==> config.mk <==
export PLATFORM = sky130hd
export DESIGN_NAME = four_level_page_table_walker_top
export DESIGN_NICKNAME = d
export VERILOG_FILES = /design/src/rtl/core/fltw_pkg.sv /design/src/rtl/core/four_level_page_table_walker_top.sv /design/src/rtl/core/fltw_step.sv
export SDC_FILE = /design/constraint.sdc
export NUM_CORES = 1
export LEC_CHECK = 0
export BUFFER_PORTS_ARGS = -buffer_cell sky130_fd_sc_hd__buf_2
export CORE_ASPECT_RATIO = 0.75
export CORE_UTILIZATION = 53
export CTS_BUF_LIST = sky130_fd_sc_hd__clkbuf_16
export DETAILED_ROUTE_END_ITERATION = 12
export PLACE_DENSITY = 0.87
export SLEW_MARGIN = 30
export SYNTH_ARGS = -nofsm -noshare
export SYNTH_HDL_FRONTEND = slang
export SYNTH_SLANG_ARGS = --single-unit
==> constraint.sdc <==
create_clock -name clk -period 8.95 [get_ports clk]
set_input_delay 1.3425 -clock clk [delete_from_list [all_inputs] [get_ports clk]]
set_output_delay 1.3425 -clock clk [all_outputs]
set_load 0.02 [all_outputs]
==> src/rtl/core/fltw_pkg.sv <==
// ----------------------------------------------------------------------------
// fltw_pkg
// Types and constants shared by the four-level page table walker.
// ----------------------------------------------------------------------------
package fltw_pkg;

    localparam int unsigned VA_W      = 48;
    localparam int unsigned PA_W      = 52;
    localparam int unsigned ENTRY_W   = 64;
    localparam int unsigned FRAME_LSB = 12;
    localparam int unsigned IDX_W     = 9;
    localparam int unsigned TOP_SHIFT = 39;

    localparam int unsigned BIT_PRESENT = 0;
    localparam int unsigned BIT_LARGE   = 7;

    typedef logic [1:0]         level_t;
    typedef logic [VA_W-1:0]    vaddr_t;
    typedef logic [PA_W-1:0]    paddr_t;
    typedef logic [ENTRY_W-1:0] entry_t;
    typedef logic [1:0]         status_t;
    typedef logic [1:0]         page_span_t;

    localparam logic KIND_REQUEST = 1'b0;
    localparam logic KIND_ENTRY   = 1'b1;

    localparam logic RESULT_READ = 1'b0;
    localparam logic RESULT_DONE = 1'b1;

    localparam status_t STATUS_OK          = 2'd0;
    localparam status_t STATUS_NOT_PRESENT = 2'd1;
    localparam status_t STATUS_READ_FAILED = 2'd2;

    localparam page_span_t PAGE_4K = 2'd0;
    localparam page_span_t PAGE_2M = 2'd1;
    localparam page_span_t PAGE_1G = 2'd2;

    localparam level_t LEVEL_TOP  = 2'd0;
    localparam level_t LEVEL_1G   = 2'd1;
    localparam level_t LEVEL_2M   = 2'd2;
    localparam level_t LEVEL_LAST = 2'd3;

    typedef struct packed {
        logic   busy;
        level_t level;
        vaddr_t vaddr;
        paddr_t table_base;
    } walk_state_t;

    typedef struct packed {
        logic       result_kind;
        paddr_t     read_address;
        paddr_t     phys_addr;
        status_t    status;
        page_span_t page_span;
    } walk_result_t;

endpackage

==> src/rtl/core/four_level_page_table_walker_top.sv <==
// ----------------------------------------------------------------------------
// four_level_page_table_walker_top
// Four-level page table walker for 48-bit virtual addresses.
// The input word passes the input register, the walk step and the result
// register in that order; the result valid flag is registered.
// Throughput: one input word per cycle unless out_stall holds the result;
// the walk step between the input and result registers sets this figure.
// Reset clears the walk state, the root base and both valid flags.
// ----------------------------------------------------------------------------
module four_level_page_table_walker_top
(
    input  logic                     clk,
    input  logic                     rst_n,
    input  logic                     cfg_we,
    input  fltw_pkg::paddr_t         cfg_wdata,
    input  logic                     in_valid,
    output logic                     in_stall,
    input  logic                     kind,
    input  fltw_pkg::vaddr_t         virt_addr,
    input  fltw_pkg::entry_t         entry_data,
    input  logic                     read_failed,
    output logic                     out_valid,
    input  logic                     out_stall,
    output logic                     result_kind,
    output fltw_pkg::paddr_t         read_address,
    output fltw_pkg::paddr_t         phys_addr,
    output fltw_pkg::status_t        status,
    output fltw_pkg::page_span_t     page_span
);
    import fltw_pkg::*;

    paddr_t       root_base_reg;
    walk_state_t  state_reg;
    walk_state_t  state_next;

    logic         s1_valid_reg;
    logic         s1_kind_reg;
    vaddr_t       s1_vaddr_reg;
    entry_t       s1_entry_reg;
    logic         s1_failed_reg;

    logic         out_valid_reg;
    walk_result_t out_res_reg;

    logic         s1_go;
    logic         step_emit;
    walk_result_t step_res;

    assign s1_go    = !out_valid_reg || !out_stall;
    assign in_stall = s1_valid_reg && !s1_go;

    fltw_step u_step
    (
        .cur_state       (state_reg),
        .root_base       (root_base_reg),
        .kind            (s1_kind_reg),
        .virt_addr       (s1_vaddr_reg),
        .entry_data      (s1_entry_reg),
        .read_failed     (s1_failed_reg),
        .next_state      (state_next),
        .emit            (step_emit),
        .result          (step_res)
    );

    always_ff @(posedge clk or negedge rst_n)
    begin
        if (!rst_n)
        begin
            root_base_reg <= '0;
            state_reg     <= '0;
            s1_valid_reg  <= 1'b0;
            out_valid_reg <= 1'b0;
        end
        else
        begin
            if (cfg_we)
            begin
                root_base_reg <= cfg_wdata;
            end
            if (!in_stall)
            begin
                s1_valid_reg <= in_valid;
            end
            if (s1_go)
            begin
                out_valid_reg <= s1_valid_reg && step_emit;
                if (s1_valid_reg)
                begin
                    state_reg <= state_next;
                end
            end
        end
    end

    // Payload registers: hold while stalled.
    always_ff @(posedge clk)
    begin
        if (in_valid && !in_stall)
        begin
            s1_kind_reg   <= kind;
            s1_vaddr_reg  <= virt_addr;
            s1_entry_reg  <= entry_data;
            s1_failed_reg <= read_failed;
        end
        if (s1_go && s1_valid_reg && step_emit)
        begin
            out_res_reg <= step_res;
        end
    end

    assign out_valid    = out_valid_reg;
    assign result_kind  = out_res_reg.result_kind;
    assign read_address = out_res_reg.read_address;
    assign phys_addr    = out_res_reg.phys_addr;
    assign status       = out_res_reg.status;
    assign page_span    = out_res_reg.page_span;

endmodule

==> src/rtl/core/fltw_step.sv <==
// ----------------------------------------------------------------------------
// fltw_step
// One walk step: takes the current walk state and one input word, and gives
// the next state and the result word, if any.
// ----------------------------------------------------------------------------
module fltw_step
(
    input  fltw_pkg::walk_state_t  cur_state,
    input  fltw_pkg::paddr_t       root_base,
    input  logic                   kind,
    input  fltw_pkg::vaddr_t       virt_addr,
    input  fltw_pkg::entry_t       entry_data,
    input  logic                   read_failed,
    output fltw_pkg::walk_state_t  next_state,
    output logic                   emit,
    output fltw_pkg::walk_result_t result
);
    import fltw_pkg::*;

    // Entry address: frame base with the 9-bit index for this level, 8 bytes each.
    function automatic paddr_t entry_addr(paddr_t base, vaddr_t va, level_t lvl);
        logic [IDX_W-1:0] idx;
        begin
            case (lvl)
                LEVEL_TOP:  idx = va[TOP_SHIFT+IDX_W-1 -: IDX_W];
                LEVEL_1G:   idx = va[TOP_SHIFT-1 -: IDX_W];
                LEVEL_2M:   idx = va[TOP_SHIFT-IDX_W-1 -: IDX_W];
                default:    idx = va[TOP_SHIFT-2*IDX_W-1 -: IDX_W];
            endcase
            entry_addr = {base[PA_W-1:FRAME_LSB], idx, 3'b000};
        end
    endfunction

    always_comb
    begin
        next_state = cur_state;
        emit       = 1'b0;
        result     = '0;
        if (kind == KIND_REQUEST)
        begin
            // Drop any walk in progress and start from the root table.
            next_state.busy       = 1'b1;
            next_state.level      = LEVEL_TOP;
            next_state.vaddr      = virt_addr;
            next_state.table_base = {root_base[PA_W-1:FRAME_LSB], {FRAME_LSB{1'b0}}};
            emit                  = 1'b1;
            result.result_kind    = RESULT_READ;
            result.read_address   = entry_addr(next_state.table_base,
                                               virt_addr, LEVEL_TOP);
        end
        else if (cur_state.busy)
        begin
            emit               = 1'b1;
            result.result_kind = RESULT_DONE;
            if (read_failed)
            begin
                next_state.busy = 1'b0;
                result.status   = STATUS_READ_FAILED;
            end
            else if (!entry_data[BIT_PRESENT])
            begin
                next_state.busy = 1'b0;
                result.status   = STATUS_NOT_PRESENT;
            end
            else if (entry_data[BIT_LARGE] && cur_state.level == LEVEL_1G)
            begin
                next_state.busy  = 1'b0;
                result.phys_addr = {entry_data[PA_W-1:30], cur_state.vaddr[29:0]};
                result.page_span = PAGE_1G;
            end
            else if (entry_data[BIT_LARGE] && cur_state.level == LEVEL_2M)
            begin
                next_state.busy  = 1'b0;
                result.phys_addr = {entry_data[PA_W-1:21], cur_state.vaddr[20:0]};
                result.page_span = PAGE_2M;
            end
            else
            begin
                next_state.table_base = {entry_data[PA_W-1:FRAME_LSB], {FRAME_LSB{1'b0}}};
                if (cur_state.level == LEVEL_LAST)
                begin
                    next_state.busy  = 1'b0;
                    result.phys_addr = {entry_data[PA_W-1:FRAME_LSB],
                                        cur_state.vaddr[FRAME_LSB-1:0]};
                    result.page_span = PAGE_4K;
                end
                else
                begin
                    // Advance to the next table.
                    next_state.level    = cur_state.level + 2'd1;
                    result.result_kind  = RESULT_READ;
                    result.read_address = entry_addr(next_state.table_base,
                                                     cur_state.vaddr, next_state.level);
                end
            end
        end
    end

endmodule

==> tab_implementation.tex, run 1 <==
\begin{tabular}{lr}
\hline
Metric & Value \\
\hline
\multicolumn{2}{l}{\textbf{Pwr}} \\
\quad Pwr/cell area & 260 mW/mm\^{}2 \\
\quad P\_leak & 0.00532 uW \\
\quad Cell-internal power & 2490 uW \\
\quad Post-route total power & about 3400 uW \\
\quad Part of the power in registers & 51.5\% \\
\quad Net switching power figure & 937 uW \\
\quad Switching share of power & 27.4\% \\
\quad Clock Power Share & 31.4\% \\
\quad Combinational cell fraction of total power & between 10\% and 20\% \\
\quad Worst ir drop on vdd & 0.216 mV \\
\multicolumn{2}{l}{\textbf{Synth}} \\
\quad Cell type with the largest total area after synthesis & edfxtp\_1 \\
\quad Fraction of the mapped netlist area in compound gates & 6.97\% \\
\quad Cell types with the largest area share after synthesis & edfxtp\_1 55\%, dfrtp\_1 21\%, mux2\_2 9.1\% \\
\quad Post-synthesis area per instance & 17.1 sq um \\
\quad Cell area after synthesis & 0.0109 sq mm \\
\quad Parity-gate share of the synthesized area counting xor and xnor cells & 0\% \\
\quad Combinational family with the most area after synthesis & multiplexers \\
\quad Number of synthesized flops with an enable pin & 198 \\
\quad Sequential cell area fraction in the yosys report & 75.9\% \\
\quad List of most frequent post-synthesis cells & 198 x edfxtp\_1, 93 x dfrtp\_1, 88 x mux2\_2 \\
\quad Share of the synthesized area in the top cell type & 54.5\% \\
\quad Share of flip-flops with an asynchronous set or reset after synthesis & 32.0\% \\
\quad Number of instances in the synthesized netlist & between 600 and 700 \\
\quad Number of warnings issued by yosys & 0 \\
\quad Most frequent cell after synthesis & edfxtp\_1 \\
\quad Netlist cell types & 38 \\
\quad Synth Flop Type & edfxtp\_1 \\
\quad Area share of and/or/nand/nor cells after synthesis & approximately 5.4\% \\
\quad Number of synthesized register bits & roughly 290 \\
\quad Adder-cell share of the synthesized area & 0.688\% \\
\quad Post-synthesis mux area share & 9.09\% \\
\multicolumn{2}{l}{\textbf{Worst setup path}} \\
\quad CP Class & in2out \\
\quad Critical Path Start Type & primary input \\
\quad Nature of the critical path endpoint & output port \\
\quad Maximum fanout count along the critical path & 3 \\
\quad Reg2Reg Setup Slack & between 6 and 7 ns \\
\quad R2r worst-path depth & 4 \\
\quad CP Data Required Time & approximately 7.6 ns \\
\quad Start of the worst register-to-register path & s1\_kind\_reg \\
\quad Endpoint arrival time on the critical path & 1.81 ns \\
\quad End point of the critical path & in\_stall \\
\quad Endpoint of the worst register-to-register path & read\_address[23] \\
\quad Setup crit start & out\_stall \\
\multicolumn{2}{l}{\textbf{Clock tree}} \\
\quad CTS tree & done \\
\quad Clock tree root buffer cell & clkbuf\_16 \\
\quad Clock latency at the later pin of the worst-skew pair & approximately 0.53 ns \\
\quad Buffer depth of the longest clock path & 3 \\
\quad Clock transition time at the flip-flop clock pins of the worst setup and hold paths & 0.07 ns \\
\quad TritonCTS Sinks & 291 \\
\quad Number of resized instances in the post-cts repair step & 0 \\
\quad Count of H-tree levels built during CTS & 1 \\
\quad Number of setup buffers added after CTS & 0 \\
\quad Post-CTS Hold Fix Bufs & 0 \\
\quad Number of buffers inserted during clock tree synthesis & 27 \\
\multicolumn{2}{l}{\textbf{Global routing}} \\
\quad First-pass GRT wire length & approximately 37 mm \\
\quad Maximum number of pins on one net before global-route repair & 69 \\
\quad Number of global-route vias before repair & between 6000 and 7000 \\
\quad All-Layer GR Usage & 23.0\% \\
\quad Number of antenna violations at the first check in global routing & 2 \\
\quad GRT Residual Overflow & 0 \\
\multicolumn{2}{l}{\textbf{Route}} \\
\quad Drt total wl & 24.4 mm \\
\quad Number of design-rule violations left by the first detailed-router iteration & 490 \\
\quad Number of nets still failing antenna checks after routing & 0 \\
\quad Routed wire length per instance & 20.9 um \\
\quad Via-to-Cell Ratio & 5.52 \\
\quad Final routed DRC violation total & 0 \\
\quad Via count & 6430 \\
\quad Detailed Routing Iterations Pass 1 & 5 \\
\multicolumn{2}{l}{\textbf{Layout}} \\
\quad Number of fillers in the final layout & 1383 \\
\quad Sequential cell area & around 0.0083 sq mm \\
\quad Count of nets after finishing & between 1000 and 1500 \\
\quad Share of post-route cells with drive strength above 1 & approximately 42\% \\
\quad Area grow syn2layout & 20.8\% \\
\quad Number of flip-flops under the largest register name & 52 \\
\quad Area used by multi-input combinational logic & 0.00244 sq mm \\
\multicolumn{2}{l}{\textbf{Status}} \\
\quad Outcome & completed \\
\multicolumn{2}{l}{\textbf{Die}} \\
\quad Die area & 0.0212 sq mm \\
\quad Count of standard-cell rows & 45 \\
\quad I/O pin total & between 200 and 300 \\
\quad Height of the chip & 126 um \\
\quad Core box area & 0.0202 sq mm \\
\quad Chip width & 168 um \\
\quad Effective utilization at floorplan & 54.0\% \\
\multicolumn{2}{l}{\textbf{Place}} \\
\quad Dpl hpwl & 16.5 mm \\
\quad Placer's final routability congestion estimate & around 0.78 \\
\quad Count of input and output buffers & 244 \\
\multicolumn{2}{l}{\textbf{STA}} \\
\quad Final setup viols & 0 \\
\quad Max-Slew Margin vs Limit & around two fifths \\
\quad RSZ-0062 raised after global routing & false \\
\quad Final worst path period share & between 30\% and 40\% \\
\quad Final clock skew & 0.0164 ns \\
\quad Total negative slack & 0 ns \\
\quad Worst Max-Slew Pin Slew & 0.872 ns \\
\quad Fmax achieved & 317 MHz \\
\quad Time the worst path needs with I/O delays and setup & 3.15 ns \\
\quad Final Max Tran Viols & 0 \\
\quad Hold Vio Cnt, Final & 0 \\
\multicolumn{2}{l}{\textbf{Flow run}} \\
\quad \# Max-Cap Violations & 0 \\
\multicolumn{2}{l}{\textbf{Hold path}} \\
\quad Class of the worst hold path & reg2reg \\
\hline
\end{tabular}
## cell families after synthesis
group           count (synthesis)
fa+ha+maj                       6
simple gates                  105
other cells                     1
flops                         291
mux                            88
compound gates                105
buf+inv                        43
## how the worst min path moves through the flow
stage / start / cells after the start / slack, ns / to
final: s1_vaddr_reg[36] / 1 / 0.47 / state_reg[88]
after global routing: s1_vaddr_reg[28] / 1 / 0.48 / state_reg[80]
after CTS: s1_vaddr_reg[36] / 1 / 0.48 / state_reg[88]
after detailed placement: s1_vaddr_reg[36] / 1 / 0.46 / state_reg[88]
after global placement: s1_vaddr_reg[1] / 1 / 0.45 / state_reg[53]
after floorplan: s1_vaddr_reg[6] / 1 / 0.45 / state_reg[58]
## power groups by stage
stage               clock [uW]  combinational [uW]  sequential, uW
global route              1150                 634            1780
finish                    1080                 585            1760
CTS                       1090                 589            1760
floorplan                    0                 320            1840
global placement             0                 566            1780
detailed placement           0                 586            1790
## layout make-up
class	instances	area share (%)
clock inverters	22	1.12
flip-flops and latches	291	62.8
well taps	258	2.45
multi-input cells	307	18.5
inverters	6	0.180
clock buffers	27	5.13
diodes	1	0.0190
repair buffers	252	9.76
## per-stage QoR
stage / area [sq um] / instances / util [%] / hold WS, ns / setup WS (ns)
floorplan: 10900 / 641 / - / 0.454 / 1.61
global placement: 12300 / 1114 / 61.1 / 0.454 / 5.74
detailed placement: 12300 / 1114 / 61.1 / 0.461 / 5.69
CTS: 13200 / 1163 / 65.1 / 0.479 / 5.80
global route: 13200 / 1163 / 65.2 / 0.481 / 5.76
finish: 13200 / 1164 / 65.2 / 0.475 / 5.80
## worst max-delay path, stage by stage
cell	delay (ns)
buf_2	0.10
nand3_1	0.13
inv_1	0.07
buf_2	0.15
## layout by cell type (no fill, tap or decap), types with 3 or more instances in the layout
master	n
ha_1	6
conb_1	3
buf_4	10
buf_2	242
clkinv_1	12
nor2_1	3
dfrtp_1	93
clkbuf_16	27
edfxtp_1	198
inv_1	6
nor2b_1	9
clkinv_2	6
and2_1	35
a22o_1	49
a22oi_1	9
mux2_2	88
nand3_1	20
nand2b_1	3
nand2_1	25
a21oi_1	36
## metal layers
| metal | vias up | GRT usage (%) | share of wire, % |
|---|---|---|---|
| met5 | - | 0 | 0.053 |
| met3 | 34 | 5.22 | 7.6 |
| met1 | 3203 | 31.7 | 42 |
| li1 | 2900 | - | - |
| met4 | 2 | 4.16 | 1.6 |
| met2 | 291 | 38.2 | 49 |
(Power assumes the default switching activity.)
==> run 2: changes to the inputs <==
Settings changed: CORE_UTILIZATION 53 to 48, PLACE_DENSITY 0.87 to 0.83.
Clock period 8.95 ns to 2.87 ns, I/O delays scaled along.
==> tab_implementation.tex, run 2 (same netlist as run 1, synthesis figures left out) <==
\begin{tabular}{lr}
\hline
Metric & Value \\
\hline
\multicolumn{2}{l}{\textbf{Status}} \\
\quad Outcome & finished, violations left \\
\quad Violations in the final reports & hold timing \\
\multicolumn{2}{l}{\textbf{Worst setup path}} \\
\quad Endpoint of the worst register-to-register path & read\_address[14] \\
\quad Reg2Reg Setup Slack & 0.73 ns \\
\quad Nature of the critical path endpoint & flop \\
\quad Maximum fanout count along the critical path & 40 \\
\quad R2r worst-path depth & 6 \\
\quad Start of the worst register-to-register path & state\_reg[100] \\
\quad Endpoint arrival time on the critical path & 2.54 ns \\
\quad CP Class & reg2reg \\
\quad Critical Path Start Type & flop \\
\quad CP Data Required Time & 3.27 ns \\
\multicolumn{2}{l}{\textbf{Route}} \\
\quad Drt total wl & 25.3 mm \\
\quad Via-to-Cell Ratio & 5.41 \\
\quad Final routed DRC violation total & 0 \\
\quad Detailed Routing Iterations Pass 1 & 5 \\
\quad Number of nets still failing antenna checks after routing & 0 \\
\quad Number of design-rule violations left by the first detailed-router iteration & roughly 500 \\
\quad Routed wire length per instance & 20.9 um \\
\quad Via count & 6557 \\
\multicolumn{2}{l}{\textbf{STA}} \\
\quad Final worst path period share & around 75\% \\
\quad Worst Max-Slew Pin Slew & 0.794 ns \\
\quad Final Max Tran Viols & 0 \\
\quad Final setup slack of the worst path & 0.732 ns \\
\quad Final setup viols & 0 \\
\quad Final clock skew & 0.0134 ns \\
\quad Fin Hold WS & -0.0272 ns \\
\quad Max-Slew Margin vs Limit & 47.1\% \\
\quad Hold Vio Cnt, Final & 28 \\
\quad Fmax achieved & 468 MHz \\
\quad RSZ-0062 raised after global routing & false \\
\quad Time the worst path needs with I/O delays and setup & around 2.1 ns \\
\multicolumn{2}{l}{\textbf{Global routing}} \\
\quad Number of global-route vias before repair & 6549 \\
\quad Maximum number of pins on one net before global-route repair & 63 \\
\quad GRT Residual Overflow & 0 \\
\quad First-pass GRT wire length & roughly 38 mm \\
\quad All-Layer GR Usage & a little over a fifth \\
\quad Number of antenna violations at the first check in global routing & 4 \\
\multicolumn{2}{l}{\textbf{Die}} \\
\quad Effective utilization at floorplan & 49.2\% \\
\quad Height of the chip & 133 um \\
\quad Die area & roughly 0.023 sq mm \\
\quad Chip width & 176 um \\
\quad I/O pin total & 282 \\
\quad Count of standard-cell rows & 47 \\
\quad Core box area & between 0.02 and 0.025 sq mm \\
\multicolumn{2}{l}{\textbf{Place}} \\
\quad Count of input and output buffers & 244 \\
\quad Placer's final routability congestion estimate & 0.796 \\
\quad Count of placed standard cells including taps & 1158 \\
\quad Pre-CTS setup slack & 0.774 ns \\
\quad Placed cell area & 0.0125 sq mm \\
\quad Dpl hpwl & between 15 and 20 mm \\
\multicolumn{2}{l}{\textbf{Pwr}} \\
\quad P\_leak & 0.00550 uW \\
\quad Clock Power Share & 36.4\% \\
\quad Worst ir drop on vdd & 0.470 mV \\
\quad Switching share of power & 26.3\% \\
\quad Part of the power in registers & 47.1\% \\
\quad Cell-internal power & 8550 uW \\
\quad Pwr/cell area & 853 mW/mm\^{}2 \\
\quad Net switching power figure & slightly above 3000 uW \\
\quad Combinational cell fraction of total power & 16.5\% \\
\multicolumn{2}{l}{\textbf{Layout}} \\
\quad Commonest non-fill, non-tap cells in the layout & 243 x buf\_2, 198 x edfxtp\_1, 92 x dfrtp\_1 \\
\quad Number of fillers in the final layout & 1596 \\
\quad Design area & 0.0136 sq mm \\
\quad Number of flip-flops under the largest register name & 52 \\
\quad Commonest non-fill, non-tap cell in the layout & buf\_2 \\
\quad Share of post-route cells with drive strength above 1 & 44.0\% \\
\quad Count of nets after finishing & 1071 \\
\quad Share of the core filled with cells in the final layout & 61.3\% \\
\quad Area grow syn2layout & 24.7\% \\
\quad Post-Layout Cell Count & 1212 \\
\multicolumn{2}{l}{\textbf{Clock tree}} \\
\quad Clock tree root buffer cell & clkbuf\_16 \\
\quad Clock transition time at the flip-flop clock pins of the worst setup and hold paths & 0.07 ns \\
\quad CTS tree & done \\
\quad Number of resized instances in the post-cts repair step & 0 \\
\quad TritonCTS Sinks & between 200 and 300 \\
\quad Buffer depth of the longest clock path & 3 \\
\quad Number of setup buffers added after CTS & 0 \\
\quad Clock latency at the later pin of the worst-skew pair & 0.54 ns \\
\quad Count of H-tree levels built during CTS & 1 \\
\quad Number of buffers inserted during clock tree synthesis & 28 \\
\quad Post-CTS Hold Fix Bufs & 0 \\
\multicolumn{2}{l}{\textbf{Hold path}} \\
\quad Class of the worst hold path & in2async \\
\multicolumn{2}{l}{\textbf{Flow run}} \\
\quad \# Max-Cap Violations & 0 \\
\hline
\end{tabular}
## run 2: changes by cell type in the layout (fill, tap and decap cells not counted), sizes merged
cell,before,now
clkinv,18,8
buf,252,260
bufinv,2,9
inv,7,10
clkbuf,27,29
clkinvlp,1,2
diode,1,2
## run 2: power by group through the flow
stage | logic (uW) | clock network [uW] | registers (uW)
floorplan | 1010 | 0 | 5710
global placement | 1870 | 0 | 5520
CTS | 1930 | 4290 | 5470
detailed placement | 1910 | 0 | 5550
finish | 1910 | 4230 | 5470
global route | 2070 | 4450 | 5530
## run 2: how the worst max path moves through the flow
stage / startpoint / depth (start not counted) / slack [ns] / to
floorplan: out_valid / 2 / -0.009 / page_span[0]
global placement: state_reg[100] / 6 / 0.81 / read_address[49]
detailed placement: state_reg[100] / 6 / 0.77 / read_address[26]
CTS: state_reg[100] / 6 / 0.74 / read_address[26]
global route: state_reg[101] / 6 / 0.59 / phys_addr[43]
finish: state_reg[100] / 6 / 0.73 / read_address[14]
## run 2: metal layers
metal / part of all wire, % / GRT usage (%) / vias to the layer above
met5: 0.11 / 0 / -
met4: 2.4 / 5.80 / 4
met3: 7.9 / 4.37 / 49
met2: 46 / 33.7 / 316
met1: 43 / 31.1 / 3267
li1: - / - / 2921
## run 2: layout make-up
type	instances	area, sq um	area share (%)
inverters	6	22.5	0.166
multi-input cells	307	2450	18.0
well taps	294	368	2.70
repair buffers	260	1410	10.3
clock inverters	23	349	2.57
flip-flops and latches	291	8270	60.8
diodes	2	5.00	0.0368
clock buffers	29	726	5.34
## run 2: metrics by stage
| stage | total power, uW | setup TNS (ns) |
|---|---|---|
| 3_3_place_gp | 7390 | 0 |
| 5_1_grt | 12100 | 0 |
| 4_1_cts | 11700 | 0 |
| 2_1_floorplan | 6720 | -0.953 |
| 3_5_place_dp | 7460 | 0 |
| 6_report | 11600 | 0 |
## run 2: critical path, stage by stage (launching register included)
cell,delay (ns)
dfrtp_1,0.45
inv_1,0.12
ha_1,0.26
a21o_1,0.37
nor3_4,0.31
buf_12,0.26
a22o_1,0.19
